===== src/sv/ehp_pkg.sv =====
`timescale 1ns / 1ps
// Envelope header parser package: payload structs, queue entry, codes and constants.
// No dependencies.
package ehp_pkg;

	localparam int unsigned DEFAULT_QUEUE_DEPTH = 4;
	localparam int unsigned CFG_INDEX_W         = 1;
	localparam int unsigned CFG_DATA_W          = 64;

	localparam logic [CFG_INDEX_W-1:0] CFG_MAGIC   = 1'b0;
	localparam logic [CFG_INDEX_W-1:0] CFG_VERSION = 1'b1;

	localparam logic [63:0] MAGIC_RESET   = 64'h3130545059524353;
	localparam logic [7:0]  VERSION_RESET = 8'd1;

	// byte positions in the header
	localparam logic [9:0] POS_VERSION   = 10'd8;
	localparam logic [9:0] POS_SALT_LEN  = 10'd9;
	localparam logic [9:0] POS_NONCE_LEN = 10'd10;
	localparam logic [9:0] POS_TAG_LEN   = 10'd11;
	localparam logic [9:0] POS_PT_SIZE   = 10'd19;
	localparam logic [9:0] POS_CT_SIZE   = 10'd27;
	localparam logic [9:0] POS_COST_N    = 10'd35;
	localparam logic [9:0] POS_MAX_MEM   = 10'd43;
	localparam logic [9:0] POS_COST_R0   = 10'd44;
	localparam logic [9:0] POS_COST_R    = 10'd47;
	localparam logic [9:0] POS_COST_P    = 10'd51;
	localparam logic [9:0] FIXED_LEN     = 10'd52;

	localparam logic [3:0] KIND_VERSION   = 4'd0;
	localparam logic [3:0] KIND_SALT_LEN  = 4'd1;
	localparam logic [3:0] KIND_NONCE_LEN = 4'd2;
	localparam logic [3:0] KIND_TAG_LEN   = 4'd3;
	localparam logic [3:0] KIND_PT_SIZE   = 4'd4;
	localparam logic [3:0] KIND_CT_SIZE   = 4'd5;
	localparam logic [3:0] KIND_COST_N    = 4'd6;
	localparam logic [3:0] KIND_MAX_MEM   = 4'd7;
	localparam logic [3:0] KIND_COST_R    = 4'd8;
	localparam logic [3:0] KIND_COST_P    = 4'd9;
	localparam logic [3:0] KIND_SALT      = 4'd10;
	localparam logic [3:0] KIND_NONCE     = 4'd11;
	localparam logic [3:0] KIND_TAG       = 4'd12;
	localparam logic [3:0] KIND_END       = 4'd13;
	localparam logic [3:0] KIND_ERROR     = 4'd14;

	localparam logic [2:0] ERR_NONE        = 3'd0;
	localparam logic [2:0] ERR_TOO_SMALL   = 3'd1;
	localparam logic [2:0] ERR_BAD_MAGIC   = 3'd2;
	localparam logic [2:0] ERR_BAD_VERSION = 3'd3;
	localparam logic [2:0] ERR_TRUNCATED   = 3'd4;

	typedef struct packed {
		logic [7:0] data_byte;
		logic       first_byte;
		logic       last_byte;
	} in_t;

	typedef struct packed {
		logic [3:0]  result_kind;
		logic [63:0] field_value;
		logic [7:0]  element_index;
		logic [2:0]  error_code;
		logic        last_result;
	} out_t;

	// one queued request: a result, optionally followed by the end result
	typedef struct packed {
		logic [3:0]  kind;
		logic [63:0] value;
		logic [7:0]  idx;
		logic [2:0]  err;
		logic        two;
		logic [9:0]  total;
	} qentry_t;

endpackage


===== src/sv/ehp_front.sv =====
`timescale 1ns / 1ps
// Front part: config registers, byte-position tracking and result classification.
// Depends on ehp_pkg.
module ehp_front (
	input  logic                               clk,
	input  logic                               arst_n,
	input  logic                               in_valid,
	output logic                               in_ready,
	input  ehp_pkg::in_t                       in_data,
	input  logic                               cfg_we,
	input  logic [ehp_pkg::CFG_INDEX_W-1:0]    cfg_index,
	input  logic [ehp_pkg::CFG_DATA_W-1:0]     cfg_wdata,
	input  logic                               queue_full,
	output logic                               push,
	output ehp_pkg::qentry_t                   push_entry
);

	logic [63:0] magic_q;
	logic [7:0]  version_q;
	logic [9:0]  pos_q;
	logic [63:0] acc_q;
	logic        mm_q, vm_q, fin_q;
	logic [7:0]  salt_q, nonce_q, tag_q;

	logic [9:0]  pos;
	logic        mm_n, vm_n, fin_n, live;
	logic [63:0] acc_n;
	logic [7:0]  salt_n, nonce_n, tag_n;
	logic [2:0]  sh;
	logic [9:0]  rel, rel_n, total;
	logic [9:0]  sn_sum;
	logic [3:0]  kind;
	logic [63:0] value;
	logic [7:0]  idx;
	logic        have;
	logic        accept;

	assign in_ready = !queue_full;
	assign accept   = in_valid && in_ready;

	always_comb begin
		pos     = in_data.first_byte ? '0 : pos_q;
		live    = in_data.first_byte || !fin_q;
		mm_n    = in_data.first_byte ? 1'b0 : mm_q;
		vm_n    = in_data.first_byte ? 1'b0 : vm_q;
		salt_n  = in_data.first_byte ? '0 : salt_q;
		nonce_n = in_data.first_byte ? '0 : nonce_q;
		tag_n   = in_data.first_byte ? '0 : tag_q;
		acc_n   = acc_q;
		kind    = ehp_pkg::KIND_VERSION;
		value   = '0;
		idx     = '0;
		have    = 1'b0;
		sh      = '0;
		rel     = pos - ehp_pkg::FIXED_LEN;
		rel_n   = '0;
		sn_sum  = {2'b00, salt_n} + {2'b00, nonce_n};

		if (pos < ehp_pkg::POS_VERSION) begin
			if (in_data.data_byte != magic_q[{pos[2:0], 3'b000} +: 8])
				mm_n = 1'b1;
		end else if (pos == ehp_pkg::POS_VERSION) begin
			if (in_data.data_byte != version_q)
				vm_n = 1'b1;
			kind  = ehp_pkg::KIND_VERSION;
			value = {56'b0, in_data.data_byte};
			have  = 1'b1;
		end else if (pos <= ehp_pkg::POS_TAG_LEN) begin
			value = {56'b0, in_data.data_byte};
			have  = 1'b1;
			if (pos == ehp_pkg::POS_SALT_LEN) begin
				salt_n = in_data.data_byte;
				kind   = ehp_pkg::KIND_SALT_LEN;
			end else if (pos == ehp_pkg::POS_NONCE_LEN) begin
				nonce_n = in_data.data_byte;
				kind    = ehp_pkg::KIND_NONCE_LEN;
			end else begin
				tag_n = in_data.data_byte;
				kind  = ehp_pkg::KIND_TAG_LEN;
			end
		end else if (pos < ehp_pkg::FIXED_LEN) begin
			if (pos < ehp_pkg::POS_COST_R0)
				sh = pos[2:0] + 3'd4;
			else
				sh = {1'b0, pos[1:0]};
			if (sh == 3'd0)
				acc_n = {56'b0, in_data.data_byte};
			else
				acc_n = acc_q | ({56'b0, in_data.data_byte} << {sh, 3'b000});
			value = acc_n;
			case (pos)
				ehp_pkg::POS_PT_SIZE: begin kind = ehp_pkg::KIND_PT_SIZE; have = 1'b1; end
				ehp_pkg::POS_CT_SIZE: begin kind = ehp_pkg::KIND_CT_SIZE; have = 1'b1; end
				ehp_pkg::POS_COST_N:  begin kind = ehp_pkg::KIND_COST_N;  have = 1'b1; end
				ehp_pkg::POS_MAX_MEM: begin kind = ehp_pkg::KIND_MAX_MEM; have = 1'b1; end
				ehp_pkg::POS_COST_R:  begin kind = ehp_pkg::KIND_COST_R;  have = 1'b1; end
				ehp_pkg::POS_COST_P:  begin kind = ehp_pkg::KIND_COST_P;  have = 1'b1; end
				default: have = 1'b0;
			endcase
		end else begin
			if (rel < {2'b00, salt_n}) begin
				kind  = ehp_pkg::KIND_SALT;
				rel_n = rel;
			end else if (rel < sn_sum) begin
				kind  = ehp_pkg::KIND_NONCE;
				rel_n = rel - {2'b00, salt_n};
			end else begin
				kind  = ehp_pkg::KIND_TAG;
				rel_n = rel - sn_sum;
			end
			idx   = rel_n[7:0];
			value = {56'b0, in_data.data_byte};
			have  = 1'b1;
		end

		total = ehp_pkg::FIXED_LEN + sn_sum + {2'b00, tag_n};

		push_entry       = '0;
		push_entry.total = total;
		push             = 1'b0;
		fin_n            = 1'b0;
		if (pos < ehp_pkg::POS_COST_P && in_data.last_byte) begin
			push_entry.kind = ehp_pkg::KIND_ERROR;
			push_entry.err  = ehp_pkg::ERR_TOO_SMALL;
			push            = 1'b1;
			fin_n           = 1'b1;
		end else if (pos == ehp_pkg::POS_COST_P && mm_n) begin
			push_entry.kind = ehp_pkg::KIND_ERROR;
			push_entry.err  = ehp_pkg::ERR_BAD_MAGIC;
			push            = 1'b1;
			fin_n           = 1'b1;
		end else if (pos == ehp_pkg::POS_COST_P && vm_n) begin
			push_entry.kind = ehp_pkg::KIND_ERROR;
			push_entry.err  = ehp_pkg::ERR_BAD_VERSION;
			push            = 1'b1;
			fin_n           = 1'b1;
		end else if (pos >= ehp_pkg::POS_COST_P
			&& ({1'b0, pos} + 11'd1) >= {1'b0, total}) begin
			push_entry.kind  = kind;
			push_entry.value = value;
			push_entry.idx   = idx;
			push_entry.two   = 1'b1;
			push             = 1'b1;
			fin_n            = 1'b1;
		end else if (pos >= ehp_pkg::POS_COST_P && in_data.last_byte) begin
			push_entry.kind = ehp_pkg::KIND_ERROR;
			push_entry.err  = ehp_pkg::ERR_TRUNCATED;
			push            = 1'b1;
			fin_n           = 1'b1;
		end else if (have && !mm_n && !vm_n) begin
			push_entry.kind  = kind;
			push_entry.value = value;
			push_entry.idx   = idx;
			push             = 1'b1;
		end
		push = push && accept && live;
	end

	always_ff @(posedge clk or negedge arst_n) begin
		if (!arst_n) begin
			magic_q   <= ehp_pkg::MAGIC_RESET;
			version_q <= ehp_pkg::VERSION_RESET;
		end else if (cfg_we) begin
			case (cfg_index)
				ehp_pkg::CFG_MAGIC:   magic_q   <= cfg_wdata;
				ehp_pkg::CFG_VERSION: version_q <= cfg_wdata[7:0];
				default: ;
			endcase
		end
	end

	always_ff @(posedge clk or negedge arst_n) begin
		if (!arst_n) begin
			pos_q   <= '0;
			acc_q   <= '0;
			mm_q    <= 1'b0;
			vm_q    <= 1'b0;
			fin_q   <= 1'b0;
			salt_q  <= '0;
			nonce_q <= '0;
			tag_q   <= '0;
		end else if (accept && live) begin
			acc_q   <= acc_n;
			mm_q    <= mm_n;
			vm_q    <= vm_n;
			fin_q   <= fin_n;
			salt_q  <= salt_n;
			nonce_q <= nonce_n;
			tag_q   <= tag_n;
			if (!fin_n)
				pos_q <= pos + 10'd1;
			else
				pos_q <= pos;
		end
	end

endmodule


===== src/sv/ehp_back.sv =====
`timescale 1ns / 1ps
// Back part: request queue and result sequencing onto the output channel.
// Depends on ehp_pkg.
module ehp_back #(
	parameter int unsigned QueueDepth = ehp_pkg::DEFAULT_QUEUE_DEPTH
) (
	input  logic              clk,
	input  logic              arst_n,
	input  logic              push,
	input  ehp_pkg::qentry_t  push_entry,
	output logic              queue_full,
	output logic              out_valid,
	input  logic              out_ready,
	output ehp_pkg::out_t     out_data
);

	localparam int unsigned PtrW = $clog2(QueueDepth);
	localparam int unsigned CntW = $clog2(QueueDepth + 1);

	ehp_pkg::qentry_t  mem_q [QueueDepth];
	logic [PtrW-1:0]   wr_ptr_q, rd_ptr_q;
	logic [CntW-1:0]   count_q;
	logic              phase_q;
	ehp_pkg::qentry_t  head;
	logic              pop, take;

	assign head       = mem_q[rd_ptr_q];
	assign out_valid  = count_q != '0;
	assign queue_full = count_q == CntW'(QueueDepth);
	assign take       = out_valid && out_ready;
	assign pop        = take && (phase_q || !head.two);

	always_comb begin
		out_data = '0;
		if (phase_q) begin
			out_data.result_kind = ehp_pkg::KIND_END;
			out_data.field_value = {54'b0, head.total};
			out_data.last_result = 1'b1;
		end else begin
			out_data.result_kind   = head.kind;
			out_data.field_value   = head.value;
			out_data.element_index = head.idx;
			out_data.error_code    = head.err;
			out_data.last_result   = !head.two;
		end
	end

	always_ff @(posedge clk) begin
		if (push)
			mem_q[wr_ptr_q] <= push_entry;
	end

	always_ff @(posedge clk or negedge arst_n) begin
		if (!arst_n) begin
			wr_ptr_q <= '0;
			rd_ptr_q <= '0;
			count_q  <= '0;
			phase_q  <= 1'b0;
		end else begin
			if (push)
				wr_ptr_q <= (wr_ptr_q == PtrW'(QueueDepth - 1)) ? '0 : wr_ptr_q + PtrW'(1);
			if (pop)
				rd_ptr_q <= (rd_ptr_q == PtrW'(QueueDepth - 1)) ? '0 : rd_ptr_q + PtrW'(1);
			if (push && !pop)
				count_q <= count_q + CntW'(1);
			else if (pop && !push)
				count_q <= count_q - CntW'(1);
			if (take)
				phase_q <= !pop;
		end
	end

endmodule


===== src/sv/envelope_header_parser_unit.sv =====
`timescale 1ns / 1ps
// Envelope header parser top level: front classifier feeding the result queue.
// Depends on ehp_pkg, ehp_front, ehp_back.
//
// Usage:
//   in channel (in_valid/in_ready/in_data): one header byte per request, with
//   first_byte restarting the parse and last_byte marking the end of data.
//   out channel (out_valid/out_ready/out_data): version, lengths, size and
//   cost fields, salt/nonce/tag bytes with their index, then an end result
//   carrying the ciphertext offset, or a single error result.
//   cfg port (cfg_we/cfg_index/cfg_wdata): magic word and expected version,
//   written while the block is idle.
// Throughput: one byte accepted per cycle while the queue is not full. The byte that completes a header
//   yields two results, the field and then the end result; all other bytes
//   yield at most one. Rate is set by the combinational classifier in the front.
// Output: each result is written into the queue when its byte is accepted and is presented from the queue head.
// Reset: config returns to "SCRYPT01" and version 1, the parse restarts at
//   byte 0 and the queue empties.
// Stall: a stalled receiver fills the QueueDepth-entry queue; in_ready then
//   drops until an entry is drained.
module envelope_header_parser_unit #(
	parameter int unsigned QueueDepth = ehp_pkg::DEFAULT_QUEUE_DEPTH
) (
	input  logic                            clk,
	input  logic                            arst_n,
	input  logic                            in_valid,
	output logic                            in_ready,
	input  ehp_pkg::in_t                    in_data,
	output logic                            out_valid,
	input  logic                            out_ready,
	output ehp_pkg::out_t                   out_data,
	input  logic                            cfg_we,
	input  logic [ehp_pkg::CFG_INDEX_W-1:0] cfg_index,
	input  logic [ehp_pkg::CFG_DATA_W-1:0]  cfg_wdata
);

	logic             push;
	logic             queue_full;
	ehp_pkg::qentry_t push_entry;

	ehp_front u_front (
		.clk        (clk),
		.arst_n     (arst_n),
		.in_valid   (in_valid),
		.in_ready   (in_ready),
		.in_data    (in_data),
		.cfg_we     (cfg_we),
		.cfg_index  (cfg_index),
		.cfg_wdata  (cfg_wdata),
		.queue_full (queue_full),
		.push       (push),
		.push_entry (push_entry)
	);

	ehp_back #(
		.QueueDepth (QueueDepth)
	) u_back (
		.clk        (clk),
		.arst_n     (arst_n),
		.push       (push),
		.push_entry (push_entry),
		.queue_full (queue_full),
		.out_valid  (out_valid),
		.out_ready  (out_ready),
		.out_data   (out_data)
	);

endmodule

===== config.mk =====
export PLATFORM = sky130hd
export DESIGN_NAME = envelope_header_parser_unit
export DESIGN_NICKNAME = d
export VERILOG_FILES = /design/src/sv/ehp_pkg.sv /design/src/sv/ehp_front.sv /design/src/sv/ehp_back.sv /design/src/sv/envelope_header_parser_unit.sv
export SDC_FILE = /design/constraint.sdc
export NUM_CORES = 1
export LEC_CHECK = 0
export BUFFER_PORTS_ARGS = -buffer_cell sky130_fd_sc_hd__buf_2
export CELL_PAD_IN_SITES_DETAIL_PLACEMENT = 0
export CELL_PAD_IN_SITES_GLOBAL_PLACEMENT = 1
export CORE_ASPECT_RATIO = 1.2
export CORE_MARGIN = 2
export CORE_UTILIZATION = 50
export CTS_BUF_LIST = sky130_fd_sc_hd__clkbuf_4 sky130_fd_sc_hd__clkbuf_8
export DETAILED_ROUTE_END_ITERATION = 10
export HOLD_SLACK_MARGIN = 0.06
export PLACE_DENSITY_LB_ADDON = 0.12
export SLEW_MARGIN = 20
export SYNTH_ARGS = -nofsm -noshare
export SYNTH_HDL_FRONTEND = slang
export SYNTH_SLANG_ARGS = --single-unit

===== constraint.sdc =====
create_clock -name clk -period 22.1 [get_ports clk]
set_input_delay 5.525 -clock clk [delete_from_list [all_inputs] [get_ports clk]]
set_output_delay 5.525 -clock clk [all_outputs]
set_load 0.005 [all_outputs]

Word level (Yosys, flattened, before mapping)
Memory sizes are Yosys's and may differ from the RTL's.
Index checks and enable logic that the tools add are counted.
{"block": "totals", "inputBits": 80, "out_inout_bits": 82, "memories": 1, "ram_bits": 360, "reg_bits": 181}
{"block": "op_classes", "n_bitwise": 5, "shifts": 2, "add_sub_neg": 13, "n_eq_ne": 14, "reduce_logical": 31, "n_mux": 99, "magnitude_cmp": 9}
{"name": "u_back.mem_q", "words": 4, "word_bits": 90, "read_ports": 1, "rd_clocked_by_memory_dff": 0, "wr": 1, "line_no": "ehp_back.sv:20", "source": "ehp_pkg::qentry_t mem_q [QueueDepth];"}
{"cell": "2-to-1 mux 64 bit", "count": 9}
{"cell": "2-to-1 mux 72 bit", "count": 4}
{"cell": "2-to-1 mux 8 bit", "count": 23}
{"cell": "2-to-1 mux 76 bit", "count": 2}
{"cell": "2-to-1 mux 68 bit", "count": 1}
{"cell": "OR 64 bit", "count": 1}
{"cell": "indexed part select 64 x 7 -> 8 bit", "count": 1}
{"cell": "left shift 8 x 6 -> 64 bit", "count": 1}
{"cell": "equality test 10 x 6 -> 1 bit, second input constant", "count": 4}
{"cell": "2-to-1 mux 4 bit", "count": 10}
{"cell": "2-to-1 mux 3 bit", "count": 13}
{"cell": "2-to-1 mux 1 bit", "count": 31}
{"cell": "equality test 10 x 4 -> 1 bit, second input constant", "count": 3}
{"cell": "< comparator 10 x 6 -> 1 bit, second input constant", "count": 3}
{"cell": "one-hot mux 4 bit (6 select lines)", "count": 1}
{"cell": "equality test 10 x 5 -> 1 bit, second input constant", "count": 2}
{"cell": "2-to-1 mux 10 bit", "count": 2}
{"cell": "!= test 8 bit", "count": 2}
{"cell": "subtractor 8 bit", "count": 2}
{"cell": "logical AND 1 bit", "count": 15}
{"cell": "adder 10 x 1 -> 11 bit, second input constant", "count": 1}
{"cell": ">= comparator 11 x 10 -> 1 bit", "count": 1}
{"cell": "2-to-1 mux 11 bit", "count": 1}
{"cell": "adder 10 x 1 -> 10 bit, second input constant", "count": 1}
{"cell": "other kinds (25)", "count": 39}

Logic depth before layout (Yosys ltp)
{"block": "logic_depth", "depth_word": 24, "depth_mapped": 39}

By module
Synthesis repeated with hierarchy kept, for this count alone.
{"block": "unflattened", "hier_cells": 1787, "hier_area_um2": 24917.6}
{"mod": "ehp_back", "n_inst": 1, "cells_each": 628, "area_each_um2": 14064.7, "seq_area_each_um2": 11010.6}
{"mod": "ehp_front", "n_inst": 1, "cells_each": 1159, "area_each_um2": 10852.9, "seq_area_each_um2": 4360.4}

Worst setup path before layout
Ideal clock, no wire load.
{"block": "synth_path", "path_type": "in2reg", "from": "in in_data[1] (netlist name)", "to": "mem u_back.mem_q[0][0] (netlist name) (enable)", "setup_ps": 459, "slack_ps": 8249, "required_time_ps": 21641, "arrival_ps": 13392, "n_path_buf": 5, "stages": 32, "path_cell_list": "buf_2 -> clkbuf_1 -> nor2b_1 -> clkbuf_1 -> inv_1 -> ha_1 -> clkbuf_1 -> a22oi_1 -> nand2_1 -> a21o_1 -> a311oi_2 -> clkbuf_1 -> o21ai_0 -> ha_1 -> ha_1 -> fa_1 -> a21oi_1 -> nor2_1 -> nor2_1 -> o21bai_1 -> a21oi_1 -> o21bai_1 -> a21o_1 -> inv_1 -> ha_1 -> a21o_1 -> a41oi_1 -> a21oi_1 -> nand2_1 -> o31a_1 -> a21oi_1 -> and2_1"}
{"item": "from (decl)", "line_no": "envelope_header_parser_unit.sv:28", "source": "input ehp_pkg::in_t in_data,"}
{"item": "to (decl)", "line_no": "ehp_back.sv:20"}

==> flow_metrics.py <==
metrics = {
    "status": {
        "status": "complete, no violations",
    },
    "drt": {
        "dr.pass1.iters": 5,
        "drtIter0Drc": 1058,
        "viasPerCell": 5.73,
        "vias": 15200,
        "drc": 0,
        "wl_um": 59600,
        "postRouteAntennaNets": 0,
        "wl_per_cell_um": 22.5,
    },
    "synth": {
        "yosys_warnings": 0,
        "syn_area_mm2": 0.0250,
        "ys_ff_latch": 541,
        "yosysSeqAreaShare": 0.616,
        "synth_top_area_cell": "edfxtp_1",
        "async_reset_ff_frac": 0.335,
        "synth.distinct_cells": 72,
        "syn-num-nets": 1921,
        "synth_area_per_cell_um2": 14.1,
        "synth_top_area_share": 0.433,
        "syn_inst": 1771,
        "yosys-top-cells-area": "edfxtp_1 (43%), dfrtp_1 (16%), mux4_2 (8.7%)",
        "synth_edf_count": 360,
        "ys.flop_type": "edfxtp_1",
    },
    "clock_tree": {
        "post_cts_buffers": 0,
        "root_buffer": "clkbuf_8",
        "clkTransAtPathRegs_ps": 60,
        "cts.path.max_buffers": 3,
        "post_cts_resize_count": 0,
        "cts_tree": "built",
        "h-tree-depth": 3,
        "cts_sinks": 541,
        "numCtsBuffers": 85,
        "holdBufCountCts": 0,
        "insertion_delay_ps": 660,
    },
    "critical_path": {
        "path_delay_family": "compound AO/OA/AOI/OAI gates",
        "required_ps": 22370,
        "startpoint_type": "input pin",
        "cp_slowest_cell": "a311oi_2",
        "cp.arrival_ps": 13960,
        "max_stage_delay_ps": 870,
        "path_class": "in2reg",
        "critPathBufInv": 5,
        "end_kind": "flop",
        "cp_max_fo": 65,
    },
    "sta": {
        "whs_ps": 482,
        "maxSlewHeadroom": 0.267,
        "worst_pin_slew_ps": 1090,
        "setup_viol": 0,
        "drv_slew": 0,
        "min_period_ps": 13690,
        "clock.fmax_mhz": 73.1,
        "setup_tns_ps": 0,
        "rsz0062_at_grt": "false",
        "period_share": 0.619,
        "fin_skew_ps": 21.1,
        "finalHoldViolations": 0,
        "setup_ws_ps": 8410,
    },
    "placement": {
        "routabilityCongestion": 0.862,
        "placed_cells": 2488,
        "dp_slack_ps": 7710,
        "hpwl_um": 38300,
        "portBuffers": 161,
        "placed_area_mm2": 0.0264,
    },
    "global_routing": {
        "gr-usage-met1": 0.299,
        "grt_max_degree": 80,
        "overflow": 0,
        "grt.total_usage": 0.233,
        "grtUsageMet3": 0.0417,
        "grt_antenna_before_repair": 6,
        "grt_pass1_wl_um": 92300,
        "grt.busiest_layer": "met2",
        "grtUsageMet2": 0.404,
        "grt_pass1_vias": 15600,
    },
    "final_layout": {
        "n_fill_cell": 4035,
        "area_growth_pct": 12.9,
        "nets": 2088,
        "ff_latch_area_mm2": 0.0154,
        "multi_input_area_mm2": 0.00894,
        "final_cell_area_mm2": 0.0282,
        "drive_gt1_frac": 0.296,
        "stdcell_count": 2645,
    },
    "power_and_ir_drop": {
        "swShare": 0.280,
        "pwr-share-clk": 0.319,
        "netSwitchingPower_w": 0.000788,
        "leakagePower_nw": 10.7,
        "peakVddDrop_v": 0.0000586,
        "seqPwrFrac": 0.434,
        "power_density_mw_per_mm2": 99.9,
        "combinationalPowerShare": 0.247,
        "p_int_w": 0.00203,
    },
    "floorplan": {
        "initial_core_util": 0.507,
        "die-area_mm2": 0.0518,
        "boundaryPins": 162,
        "die_h_um": 249,
        "core-area_mm2": 0.0492,
        "rows": 89,
        "die_w_um": 208,
    },
    "flow_run": {
        "maxCapViolations": 0,
    },
    "worst_hold_path": {
        "holdCritPathClass": "reg2reg",
    },
}
[placed cells by master (no fill, tap or decap), drive strengths merged, types with 6 or more instances in the layout]
cell type and n:
nand2 99, mux2i 9, clkbuf 128, clkinv 17, o211ai 6, nand4 6, nor4 8, nor2b 88
a22oi 38, ha 66, nor3 21, a22o 57, xnor2 28, nand2b 7, or2 7, dfstp 25
nor2 137, edfxtp 360, nor3b 6, o31ai 9, mux2 96, o21a 7, a21oi 93, a21o 18
buf 191, xor2 17, inv 56, o21ai 66, dfrtp 156, nand3 9, and2 10, mux4 96
[sequential cells by signal, indices dropped and copies added, names as in the netlist]
name	flops
u_back.count_q	3
u_back.mem_q	360
u_back.phase_q	1
u_back.rd_ptr_q	2
u_back.wr_ptr_q	2
u_front.acc_q	64
u_front.fin_q	1
u_front.magic_q	64
u_front.mm_q	1
u_front.nonce_q	8
u_front.pos_q	10
u_front.salt_q	8
u_front.tag_q	8
u_front.version_q	8
u_front.vm_q	1
[stage by stage]
step	utilization	power [W]
final	0.573	0.00282
after global routing	0.573	0.00296
after CTS	0.573	0.00286
after detailed placement	0.535	0.00196
after global placement	0.535	0.00195
after floorplan	-	0.00169
[worst paths after layout]
check / startpoint / endpoint / slack (ps) / cells past startpoint
worst max-delay path: in_data[1] / u_back.mem_q[3][78]$_DFFE_PP_ / 8410 / 31
worst min-delay path: u_back.count_q[2]$_DFFE_PN0P_ / u_back.count_q[2]$_DFFE_PN0P_ / 480 / 1
worst max register to register: u_front.pos_q[0]$_DFFE_PN0P_ / u_back.mem_q[3][78]$_DFFE_PP_ / 13490 / 29
worst min register to register: u_back.count_q[2]$_DFFE_PN0P_ / u_back.count_q[2]$_DFFE_PN0P_ / 480 / 1
max in group asynchronous: arst_n / u_front.acc_q[47]$_DFFE_PN0P_ / 15890 / 2
min in group asynchronous: arst_n / u_front.magic_q[23]$_DFFE_PN0P_ / 4870 / 1
[synthesized netlist by cell type, types with 7 or more instances]
library cell,n
ha_1,66
dfstp_2,25
inv_1,52
nor2b_1,88
nand3_1,9
nand2_1,99
nor3_1,21
nand2b_1,7
edfxtp_1,360
o21ai_0,63
mux2i_1,9
mux2_2,95
buf_2,13
o31ai_1,9
a21oi_1,92
a22oi_1,38
buf_1,15
o21a_1,7
mux4_2,96
clkbuf_1,75
xor2_1,17
nor2_1,135
a21o_1,18
xnor2_1,28
dfrtp_1,156
a22o_1,57
and2_1,10
[layout make-up]
cell class,instances,share of cell area
well taps,637,0.0283
clock buffers,128,0.0545
diodes,1,0.0000887
inverters,54,0.00719
repair buffers,191,0.0368
multi-input cells,1065,0.317
flip-flops and latches,541,0.545
clock inverters,28,0.0107
[power groups by stage]
stage | sequential (W) | combinational [W] | clock, W
after detailed placement | 0.00124 | 0.000714 | 0
after floorplan | 0.00121 | 0.000481 | 0
after global routing | 0.00123 | 0.000760 | 0.000967
after global placement | 0.00124 | 0.000712 | 0
after CTS | 0.00122 | 0.000717 | 0.000922
final | 0.00122 | 0.000695 | 0.000899
[cell families (layout without fill, tap and decap cells)]
kind of cell / after synthesis / after routing / synth area share
muxes: 201 / 201 / 0.133
and+or+nand+nor: 419 / 419 / 0.0834
DFF: 541 / 541 / 0.616
xor gates and xnor gates: 45 / 45 / 0.0158
AOI/OAI and AO/OA: 330 / 330 / 0.0880
adders and majority gates: 70 / 70 / 0.0363
buffers and inverters: 165 / 401 / 0.0276
other: 0 / 1 / 0
[per-layer routing]
metal | vias up | part of all wire
met4 | 8 | 0.022
met5 | - | 0.00086
met1 | 7695 | 0.42
met2 | 370 | 0.51
li1 | 6991 | -
met3 | 90 | 0.050
(Power assumes the default switching activity.)
